===== config.mk =====
export PLATFORM = sky130hd
export DESIGN_NAME = rational_arithmetic_unit_flat
export DESIGN_NICKNAME = d
export VERILOG_FILES = /design/src/rtl/core/rau_pkg.sv /design/src/rtl/core/rau_if.sv /design/src/rtl/core/rau_datapath.sv /design/src/rtl/core/rau_ctrl.sv /design/src/rtl/core/rational_arithmetic_unit.sv /design/src/flat_wrapper.sv
export SDC_FILE = /design/constraint.sdc
export NUM_CORES = 2
export LEC_CHECK = 0
export BUFFER_PORTS_ARGS = -buffer_cell sky130_fd_sc_hd__buf_2
export CORE_UTILIZATION = 55
export DETAILED_ROUTE_END_ITERATION = 7
export PLACE_DENSITY = 0.76
export SETUP_SLACK_MARGIN = 0.1
export SLEW_MARGIN = 20
export SYNTH_ARGS = -nofsm -noshare
export SYNTH_HDL_FRONTEND = slang
export SYNTH_SLANG_ARGS = --single-unit

===== constraint.sdc =====
create_clock -name clk -period 19 [get_ports clk]
set_input_delay 1.9 -clock clk [delete_from_list [all_inputs] [get_ports clk]]
set_output_delay 1.9 -clock clk [all_outputs]
set_load 0.05 [all_outputs]

===== src/rtl/core/rau_pkg.sv =====
// Package for the rational arithmetic unit: widths, operation codes,
// status codes and the command and status structs between controller and datapath.
// Depends on nothing.
package rau_pkg;

  // Operand width; the ports carry fixed 32-bit fields, but for the 31-bit result denominator.
  localparam int WIDTH = 32;
  localparam int FW    = 32;
  localparam int DW    = 31;
  localparam int PW    = 2 * WIDTH;
  localparam int CW    = $clog2(PW);
  localparam int KW    = $clog2(PW);

  // Status codes of a result.
  localparam logic [1:0] STATUS_OK  = 2'd0;
  localparam logic [1:0] STATUS_ERR = 2'd1;
  localparam logic [1:0] STATUS_OVF = 2'd2;

  // Operation codes of an input beat.
  typedef enum logic [1:0] {
    CMD_ADD = 2'd0,
    CMD_SUB = 2'd1,
    CMD_MUL = 2'd2,
    CMD_DIV = 2'd3
  } cmd_t;

  // Datapath operations issued by the controller.
  typedef enum logic [3:0] {
    OP_NONE,
    OP_LOAD,
    OP_MUL_INIT,
    OP_MUL_STEP,
    OP_COMBINE,
    OP_GCD_INIT,
    OP_GCD_STEP,
    OP_GCD_END,
    OP_DIV_INIT,
    OP_DIV_STEP,
    OP_WRITE
  } op_t;

  // Kind of result to write.
  typedef enum logic [1:0] {
    KIND_OK,
    KIND_ERR,
    KIND_ZERO
  } kind_t;

  typedef struct packed {
    op_t        op;
    logic [1:0] sel;
    logic       last;
    kind_t      kind;
  } dp_cmd_t;

  typedef struct packed {
    logic err;
    logic zero;
    logic gcd_done;
  } dp_stat_t;

endpackage


===== src/rtl/core/rau_if.sv =====
// Valid/ready channel interfaces for the rational arithmetic unit.
// Depends on nothing; payload widths are the fixed field widths.
interface rau_in_if;
  logic        valid;
  logic        ready;
  logic [1:0]  cmd;
  logic [31:0] a_num;
  logic [31:0] a_den;
  logic [31:0] b_num;
  logic [31:0] b_den;

  modport source (output valid, cmd, a_num, a_den, b_num, b_den, input ready);
  modport sink   (input valid, cmd, a_num, a_den, b_num, b_den, output ready);
endinterface

interface rau_out_if;
  logic        valid;
  logic        ready;
  logic [31:0] res_num;
  logic [30:0] res_den;
  logic [1:0]  status;

  modport source (output valid, res_num, res_den, status, input ready);
  modport sink   (input valid, res_num, res_den, status, output ready);
endinterface


===== src/rtl/core/rau_datapath.sv =====
// Datapath of the rational arithmetic unit: serial multiplier, binary GCD
// and two restoring dividers sharing the divisor. Depends on rau_pkg.
module rau_datapath (
  input  logic                   clk,
  input  rau_pkg::dp_cmd_t       ctl,
  output rau_pkg::dp_stat_t      stat,
  input  logic [1:0]             cmd,
  input  logic [31:0]            a_num,
  input  logic [31:0]            a_den,
  input  logic [31:0]            b_num,
  input  logic [31:0]            b_den,
  output logic [rau_pkg::FW-1:0] res_num,
  output logic [rau_pkg::DW-1:0] res_den,
  output logic [1:0]             status
);

  localparam int W  = rau_pkg::WIDTH;
  localparam int PW = rau_pkg::PW;
  localparam logic [PW-1:0] LIMIT = PW'(1) << (W - 1);

  // Operand magnitudes and signs.
  logic [1:0]    op_cmd;
  logic [W-1:0]  an, ad, bn, bd;
  logic          an_s, ad_s, bn_s, bd_s;
  logic          err;

  // Multiplier state and products.
  logic [PW-1:0] mcand, acc, p0, p1, p2;
  logic [W-1:0]  mplier;

  // Combined numerator and signs.
  logic [PW-1:0] nmag;
  logic          nneg, dneg, zero;

  // GCD and division state.
  logic [PW-1:0] u, v, g;
  logic [rau_pkg::KW-1:0] k;
  logic [PW-1:0] qn, rn, qd, rd;

  logic [W-1:0]  in_an, in_ad, in_bn, in_bd;
  logic [W-1:0]  mx, my;
  logic [PW-1:0] acc_next;
  logic [PW-1:0] m2, sum;
  logic          s1, s2;
  logic [PW-1:0] tn, td;
  logic          neg, over;
  logic [PW-1:0] numv;

  assign in_an = a_num[W-1:0];
  assign in_ad = a_den[W-1:0];
  assign in_bn = b_num[W-1:0];
  assign in_bd = b_den[W-1:0];

  // Multiplier operand selection by product index.
  always_comb begin
    unique case (ctl.sel)
      2'd0: begin
        mx = an;
        my = (op_cmd == rau_pkg::CMD_MUL) ? bn : bd;
      end
      2'd1: begin
        mx = bn;
        my = ad;
      end
      default: begin
        mx = ad;
        my = (op_cmd == rau_pkg::CMD_DIV) ? bn : bd;
      end
    endcase
  end

  assign acc_next = mplier[0] ? acc + mcand : acc;

  // Signed combination of the cross products.
  always_comb begin
    m2 = (op_cmd == rau_pkg::CMD_ADD || op_cmd == rau_pkg::CMD_SUB) ? p1 : '0;
    s1 = an_s ^ ((op_cmd == rau_pkg::CMD_MUL) ? bn_s : bd_s);
    s2 = bn_s ^ ad_s ^ (op_cmd == rau_pkg::CMD_SUB);
    if (s1 == s2) begin
      sum = p0 + m2;
    end else if (p0 >= m2) begin
      sum = p0 - m2;
    end else begin
      sum = m2 - p0;
    end
  end

  // Trial shifts of the two dividers.
  assign tn = {rn[PW-2:0], qn[PW-1]};
  assign td = {rd[PW-2:0], qd[PW-1]};

  // Range check and sign of the reduced result.
  assign neg  = nneg ^ dneg;
  assign over = (neg ? (qn > LIMIT) : (qn > LIMIT - PW'(1))) || (qd > LIMIT - PW'(1));
  assign numv = neg ? (PW'(0) - qn) : qn;

  assign stat.err      = err;
  assign stat.zero     = zero;
  assign stat.gcd_done = (u == '0) || (v == '0);

  // Datapath registers, one operation per cycle.
  always_ff @(posedge clk) begin
    unique case (ctl.op)
      rau_pkg::OP_LOAD: begin
        op_cmd <= cmd;
        an_s   <= in_an[W-1];
        ad_s   <= in_ad[W-1];
        bn_s   <= in_bn[W-1];
        bd_s   <= in_bd[W-1];
        an     <= in_an[W-1] ? W'(0) - in_an : in_an;
        ad     <= in_ad[W-1] ? W'(0) - in_ad : in_ad;
        bn     <= in_bn[W-1] ? W'(0) - in_bn : in_bn;
        bd     <= in_bd[W-1] ? W'(0) - in_bd : in_bd;
        err    <= (in_ad == '0) || (in_bd == '0) ||
                  (cmd == rau_pkg::CMD_DIV && in_bn == '0);
      end
      rau_pkg::OP_MUL_INIT: begin
        mcand  <= PW'(mx);
        mplier <= my;
        acc    <= '0;
      end
      rau_pkg::OP_MUL_STEP: begin
        acc    <= acc_next;
        mcand  <= {mcand[PW-2:0], 1'b0};
        mplier <= {1'b0, mplier[W-1:1]};
        if (ctl.last) begin
          unique case (ctl.sel)
            2'd0:    p0 <= acc_next;
            2'd1:    p1 <= acc_next;
            default: p2 <= acc_next;
          endcase
        end
      end
      rau_pkg::OP_COMBINE: begin
        nmag <= sum;
        nneg <= (s1 == s2 || p0 >= m2) ? s1 : s2;
        dneg <= ad_s ^ ((op_cmd == rau_pkg::CMD_DIV) ? bn_s : bd_s);
        zero <= (sum == '0);
      end
      rau_pkg::OP_GCD_INIT: begin
        u <= nmag;
        v <= p2;
        k <= '0;
      end
      rau_pkg::OP_GCD_STEP: begin
        // Binary GCD: strip common twos, strip lone twos, subtract odds.
        priority if (!u[0] && !v[0]) begin
          u <= u >> 1;
          v <= v >> 1;
          k <= k + 1'b1;
        end else if (!u[0]) begin
          u <= u >> 1;
        end else if (!v[0]) begin
          v <= v >> 1;
        end else if (u >= v) begin
          u <= u - v;
        end else begin
          v <= v - u;
        end
      end
      rau_pkg::OP_GCD_END: begin
        g <= (u | v) << k;
      end
      rau_pkg::OP_DIV_INIT: begin
        qn <= nmag;
        rn <= '0;
        qd <= p2;
        rd <= '0;
      end
      rau_pkg::OP_DIV_STEP: begin
        if (tn >= g) begin
          rn <= tn - g;
          qn <= {qn[PW-2:0], 1'b1};
        end else begin
          rn <= tn;
          qn <= {qn[PW-2:0], 1'b0};
        end
        if (td >= g) begin
          rd <= td - g;
          qd <= {qd[PW-2:0], 1'b1};
        end else begin
          rd <= td;
          qd <= {qd[PW-2:0], 1'b0};
        end
      end
      rau_pkg::OP_WRITE: begin
        unique case (ctl.kind)
          rau_pkg::KIND_ERR: begin
            res_num <= '0;
            res_den <= '0;
            status  <= rau_pkg::STATUS_ERR;
          end
          rau_pkg::KIND_ZERO: begin
            res_num <= '0;
            res_den <= rau_pkg::DW'(1);
            status  <= rau_pkg::STATUS_OK;
          end
          default: begin
            if (over) begin
              res_num <= '0;
              res_den <= '0;
              status  <= rau_pkg::STATUS_OVF;
            end else begin
              res_num <= rau_pkg::FW'(signed'(numv[W-1:0]));
              res_den <= rau_pkg::DW'(qd[W-2:0]);
              status  <= rau_pkg::STATUS_OK;
            end
          end
        endcase
      end
      default: begin
      end
    endcase
  end

endmodule


===== src/rtl/core/rau_ctrl.sv =====
// Controller of the rational arithmetic unit: sequences load, three serial
// products, combine, GCD, division and result write. Depends on rau_pkg.
module rau_ctrl (
  input  logic              clk,
  input  logic              rst,
  input  logic              in_valid,
  output logic              in_ready,
  output logic              out_valid,
  input  logic              out_ready,
  output rau_pkg::dp_cmd_t  ctl,
  input  rau_pkg::dp_stat_t stat
);

  typedef enum logic [9:0] {
    S_IDLE  = 10'b0000000001,
    S_CHK   = 10'b0000000010,
    S_MINIT = 10'b0000000100,
    S_MUL   = 10'b0000001000,
    S_COMB  = 10'b0000010000,
    S_ZCHK  = 10'b0000100000,
    S_GCD   = 10'b0001000000,
    S_DINIT = 10'b0010000000,
    S_DIV   = 10'b0100000000,
    S_OUT   = 10'b1000000000
  } state_t;

  state_t                state, state_next;
  logic [rau_pkg::CW-1:0] cnt, cnt_next;
  logic [1:0]            sel, sel_next;
  rau_pkg::kind_t        kind, kind_next;
  logic                  out_valid_next;

  assign in_ready = (state == S_IDLE);

  // Next state and datapath command.
  always_comb begin
    state_next     = state;
    cnt_next       = cnt;
    sel_next       = sel;
    kind_next      = kind;
    out_valid_next = out_valid && !out_ready;
    ctl.op         = rau_pkg::OP_NONE;
    ctl.sel        = sel;
    ctl.last       = 1'b0;
    ctl.kind       = kind;
    unique case (state)
      S_IDLE: begin
        if (in_valid) begin
          ctl.op     = rau_pkg::OP_LOAD;
          state_next = S_CHK;
        end
      end
      S_CHK: begin
        if (stat.err) begin
          kind_next  = rau_pkg::KIND_ERR;
          state_next = S_OUT;
        end else begin
          sel_next   = 2'd0;
          state_next = S_MINIT;
        end
      end
      S_MINIT: begin
        ctl.op     = rau_pkg::OP_MUL_INIT;
        cnt_next   = '0;
        state_next = S_MUL;
      end
      S_MUL: begin
        ctl.op   = rau_pkg::OP_MUL_STEP;
        cnt_next = cnt + 1'b1;
        if (cnt == rau_pkg::CW'(rau_pkg::WIDTH - 1)) begin
          ctl.last = 1'b1;
          if (sel == 2'd2) begin
            state_next = S_COMB;
          end else begin
            sel_next   = sel + 2'd1;
            state_next = S_MINIT;
          end
        end
      end
      S_COMB: begin
        ctl.op     = rau_pkg::OP_COMBINE;
        state_next = S_ZCHK;
      end
      S_ZCHK: begin
        if (stat.zero) begin
          kind_next  = rau_pkg::KIND_ZERO;
          state_next = S_OUT;
        end else begin
          ctl.op     = rau_pkg::OP_GCD_INIT;
          state_next = S_GCD;
        end
      end
      S_GCD: begin
        if (stat.gcd_done) begin
          ctl.op     = rau_pkg::OP_GCD_END;
          state_next = S_DINIT;
        end else begin
          ctl.op = rau_pkg::OP_GCD_STEP;
        end
      end
      S_DINIT: begin
        ctl.op     = rau_pkg::OP_DIV_INIT;
        cnt_next   = '0;
        state_next = S_DIV;
      end
      S_DIV: begin
        ctl.op   = rau_pkg::OP_DIV_STEP;
        cnt_next = cnt + 1'b1;
        if (cnt == rau_pkg::CW'(rau_pkg::PW - 1)) begin
          kind_next  = rau_pkg::KIND_OK;
          state_next = S_OUT;
        end
      end
      S_OUT: begin
        // Write the result register once the previous beat has left.
        if (!out_valid || out_ready) begin
          ctl.op         = rau_pkg::OP_WRITE;
          out_valid_next = 1'b1;
          state_next     = S_IDLE;
        end
      end
      default: begin
        state_next = S_IDLE;
      end
    endcase
  end

  // Control registers.
  always_ff @(posedge clk) begin
    if (rst) begin
      state     <= S_IDLE;
      out_valid <= 1'b0;
      cnt       <= '0;
      sel       <= 2'd0;
      kind      <= rau_pkg::KIND_OK;
    end else begin
      state     <= state_next;
      out_valid <= out_valid_next;
      cnt       <= cnt_next;
      sel       <= sel_next;
      kind      <= kind_next;
    end
  end

endmodule


===== src/rtl/core/rational_arithmetic_unit.sv =====
// Rational arithmetic unit: one item at a time. An accepted beat is checked, then three serial
// 32-bit products are formed and combined, the result is reduced by a binary GCD and divided
// by the GCD in the 64-step dividers before it is written. Error results go straight from the
// check to the write, zero results skip the GCD and the division.
// The next beat is taken in the cycle after the result is written; the write waits while
// the previous result still waits on the output. Synchronous reset clears the controller.
module rational_arithmetic_unit (
  input logic  clk,
  input logic  rst,
  rau_in_if.sink    req,
  rau_out_if.source rsp
);

  rau_pkg::dp_cmd_t  ctl;
  rau_pkg::dp_stat_t stat;

  rau_ctrl u_ctrl (
    .clk       (clk),
    .rst       (rst),
    .in_valid  (req.valid),
    .in_ready  (req.ready),
    .out_valid (rsp.valid),
    .out_ready (rsp.ready),
    .ctl       (ctl),
    .stat      (stat)
  );

  rau_datapath u_dp (
    .clk     (clk),
    .ctl     (ctl),
    .stat    (stat),
    .cmd     (req.cmd),
    .a_num   (req.a_num),
    .a_den   (req.a_den),
    .b_num   (req.b_num),
    .b_den   (req.b_den),
    .res_num (rsp.res_num),
    .res_den (rsp.res_den),
    .status  (rsp.status)
  );

endmodule

===== src/flat_wrapper.sv =====
// flat-port wrapper written by rule: the top's interface ports become plain ports
module rational_arithmetic_unit_flat 
  (clk, rst, req_valid, req_cmd, req_a_num, req_a_den, req_b_num, req_b_den, req_ready, rsp_valid, rsp_res_num, rsp_res_den, rsp_status, rsp_ready);
  rau_in_if req_i ();
  rau_out_if rsp_i ();
  input logic clk;
  input logic rst;
  input wire logic [$bits(req_i.valid)-1:0] req_valid;
  input wire logic [$bits(req_i.cmd)-1:0] req_cmd;
  input wire logic [$bits(req_i.a_num)-1:0] req_a_num;
  input wire logic [$bits(req_i.a_den)-1:0] req_a_den;
  input wire logic [$bits(req_i.b_num)-1:0] req_b_num;
  input wire logic [$bits(req_i.b_den)-1:0] req_b_den;
  output wire logic [$bits(req_i.ready)-1:0] req_ready;
  output wire logic [$bits(rsp_i.valid)-1:0] rsp_valid;
  output wire logic [$bits(rsp_i.res_num)-1:0] rsp_res_num;
  output wire logic [$bits(rsp_i.res_den)-1:0] rsp_res_den;
  output wire logic [$bits(rsp_i.status)-1:0] rsp_status;
  input wire logic [$bits(rsp_i.ready)-1:0] rsp_ready;
  assign req_i.valid = req_valid;
  assign req_i.cmd = req_cmd;
  assign req_i.a_num = req_a_num;
  assign req_i.a_den = req_a_den;
  assign req_i.b_num = req_b_num;
  assign req_i.b_den = req_b_den;
  assign req_ready = req_i.ready;
  assign rsp_valid = rsp_i.valid;
  assign rsp_res_num = rsp_i.res_num;
  assign rsp_res_den = rsp_i.res_den;
  assign rsp_status = rsp_i.status;
  assign rsp_i.ready = rsp_ready;
  rational_arithmetic_unit u_core (.clk(clk), .rst(rst), .req(req_i), .rsp(rsp_i));
endmodule

==> results.toml <==
[synthesis]
synth-async-reset-ratio = 0
synth_top_area_cell = "edfxtp_1"
yosysTopAreaCellShare = 0.398
netlist_area_um2 = 80900
synth_common_cells = "1071 x edfxtp_1, 944 x nand2_1, 881 x nor2_1"
synth-edff-count = 1071
synth_seq_cells = 1092
synth_most_common_cell = "edfxtp_1"
synth_area_leaders = "edfxtp_1 40%, ha_1 9.1%, a21oi_1 5.3%"
yosysSeqAreaShare = 0.403
synth_ff_type = "edfxtp_1"
synth_warnings = 0
netlist_instances = 8772
postSynthNetCount = 9500
syn_area_per_cell_um2 = 9.22
synth_cell_types = 101

[floorplan]
num_rows = 140
die_h_um = 385
die-area_um2 = 149000
start_util = 0.555
ioPinCount = 201
dieWidth_um = 385
core_um2 = 146000

[clock_tree]
numClockSinks = 1092
numCtsBuffers = 115
htreeDepth = 3
insertion_delay_ns = 0.80
cts_tree = "done"
hold_buffers = 0
cts_resized = 0
cts_max_path_buffers = 3
cts_root_buf = "clkbuf_16"
postCtsSetupBuffers = 0
cts.clk_slew.worst_paths_ns = 0.06

[outcome]
outcome = "completed"

[setup_path]
worstSetupStartpointType = "flip-flop"
cp_slowest_cell = "o31ai_1"
crit_start = "u_core.u_dp.op_cmd[1]$_DFFE_PN_"
worstPathMaxFanout = 68
max_stage_delay_ns = 0.68
cp_common_cell = "buf_4"
cp.required_ns = 19.61
path_delay_family = "simple AND/OR/NAND/NOR gates"
cp_cell_sequence = "buf_4 > buf_4 > nand2b_1 > inv_1 > ha_1 > inv_1 > o31ai_1 > a21oi_1 > o21ai_2 > o211ai_1 > nand2_2 > buf_4 > nor2_2 > a222oi_1 > xnor2_1 > or4_1 > or3_1 > nor4b_2 > nand4_1 > nor4_2"
rr_startpoint = "u_core.u_dp.op_cmd[1]$_DFFE_PN_"
cp-end-kind = "flip-flop"
crit_type = "flip-flop to flip-flop"
path_buf_inv = 5
critPathArrivalTime_ns = 7.77

[sta]
fin_worst_skew_ns = 0.0805
finalMaxSlewViolations = 0
clock.fmax_ghz = 0.140
finalCriticalPeriod_ns = 7.16
worst_slew_pin_slew_ns = 1.37
hold_viol = 0
finalCritPeriodShare = 0.377
final-setup-viol-count = 0
relSlewSlack = 0.0813
rsz0062_at_grt = "false"
setup_tns_ns = 0

[routing]
via_count = 69700
drtAntennaViolNets = 0
drtIter0Drc = 7301
via_per_inst = 6.48
drc = 0
routed_wl_um = 286000
first_pass_iters = 7
wl_per_cell_um = 26.6

[finish]
fin_nets = 9474
drive_gt1_frac = 0.0814
nFillCells = 12500
areaGrowthSynthToFinish_pct = 8.20
final_util = 0.600

[pwr]
p_per_area_nw_per_um2 = 68.5
peakVddDrop_v = 0.0000812
p_total_mw = 6.00
cellLeakagePower_nw = 33.8

[global_route]
first_global_vias = 66500
grt.total_usage = 0.373
grt_max_degree = 98
grt_first_pass_wirelength_um = 418000
overflow = 0
antenna_found_initial = 10

[job]
drv_cap = 0

[placement]
routabilityCongestion = 1.04
dp_hpwl_um = 224000
port_buffers = 200

[hold_path]
min_from = "u_core.u_dp.qn[43]$_DFFE_PP_"
hold_class = "flip-flop to flip-flop"
[kinds of logic after synthesis]
logic type      share of synthesized area
simple gates                        0.164
compound gates                      0.187
flops                               0.403
buf+inv                            0.0469
fa+ha+maj                          0.0926
xor+xnor                           0.0564
mux                                0.0499
[metal layers]
metal / global-route usage / vias to the layer above / wire length (um)
met1: 0.468 / 34000 / 112000
met2: 0.620 / 3175 / 134000
met5: 0 / - / 11
li1: - / 31900 / -
met4: 0.206 / 2 / 18500
met3: 0.0526 / 657 / 20800
[power by group]
group	internal, mW	switching (mW)	total, mW	leakage (nW)
Combinational	0.263	0.544	0.807	22.2
Sequential	2.71	0.0311	2.74	9.68
Clock	1.43	1.02	2.45	1.97
Total	4.40	1.59	6.00	33.8
[final cells by class]
type | instances | area [um2] | area share
Multi-Input combinational cell | 6704 | 44700 | 0.511
Sequential cell | 1092 | 32600 | 0.372
Clock buffer | 132 | 2970 | 0.0340
Tap cell | 1917 | 2400 | 0.0274
Inverter | 555 | 2080 | 0.0238
Timing Repair Buffer | 278 | 1590 | 0.0181
Clock inverter | 86 | 1160 | 0.0133
Antenna cell | 2 | 5.00 | 0.0000572
[cell usage in the layout (no fill, tap or decap), types with 97 or more instances in the layout]
cell type	n
mux2_2	100
inv_1	538
o21ai_0	438
a221oi_1	139
nand2b_1	148
nand4_1	115
nor2_1	878
clkbuf_16	115
nor3_1	127
xnor2_1	433
a21o_1	176
and2_1	124
mux2i_1	177
edfxtp_1	1071
o21bai_1	152
o31ai_1	97
nor4_1	127
buf_2	200
nand3_1	119
nand2_1	938
ha_1	584
a21oi_1	859
[worst register-to-register path, cell delays in order, from the launching register on]
cell and delay, ns:
edfxtp_1 0.33, buf_4 0.37, buf_4 0.63, nand2b_1 0.27, inv_1 0.06, ha_1 0.58, inv_1 0.22, o31ai_1 0.68
a21oi_1 0.18, o21ai_2 0.14, o211ai_1 0.16, nand2_2 0.41, buf_4 0.54, nor2_2 0.17, a222oi_1 0.42, xnor2_1 0.15
or4_1 0.63, or3_1 0.36, nor4b_2 0.36, nand4_1 0.15, nor4_2 0.15
[registers in the layout, summed over array words and instances, names as in the netlist, 63 cells and up]
signal             count
u_core.u_dp.mcand     64
u_core.u_dp.p2        64
u_core.u_dp.g         64
u_core.u_dp.qn        64
u_core.u_dp.rd        63
u_core.u_dp.p1        64
u_core.u_dp.acc       64
u_core.u_dp.qd        64
u_core.u_dp.rn        63
u_core.u_dp.u         64
u_core.u_dp.nmag      64
u_core.u_dp.p0        64
u_core.u_dp.v         64
[path summary, 6_finish.rpt]
kind | slack, ns | cells past startpoint | end
worst max-delay path | 11.84 | 20 | u_core.u_dp.zero$_DFFE_PN_
worst min-delay path | 0.50 | 2 | u_core.u_dp.qn[44]$_DFFE_PP_
worst max register to register | 11.84 | 20 | u_core.u_dp.zero$_DFFE_PN_
worst min register to register | 0.50 | 2 | u_core.u_dp.qn[44]$_DFFE_PP_
[through the flow]
step	hold slack, ns	setup slack [ns]	cell area, um2	cells
final	0.502	11.84	87500	10800
after global routing	0.533	11.51	87500	10800
after CTS	0.493	11.95	87500	10800
after detailed placement	0.488	12.05	83400	10500
after global placement	0.474	12.13	83400	10500
after floorplan	0.460	10.95	80900	8772
Power figures use the tool's default switching activity.
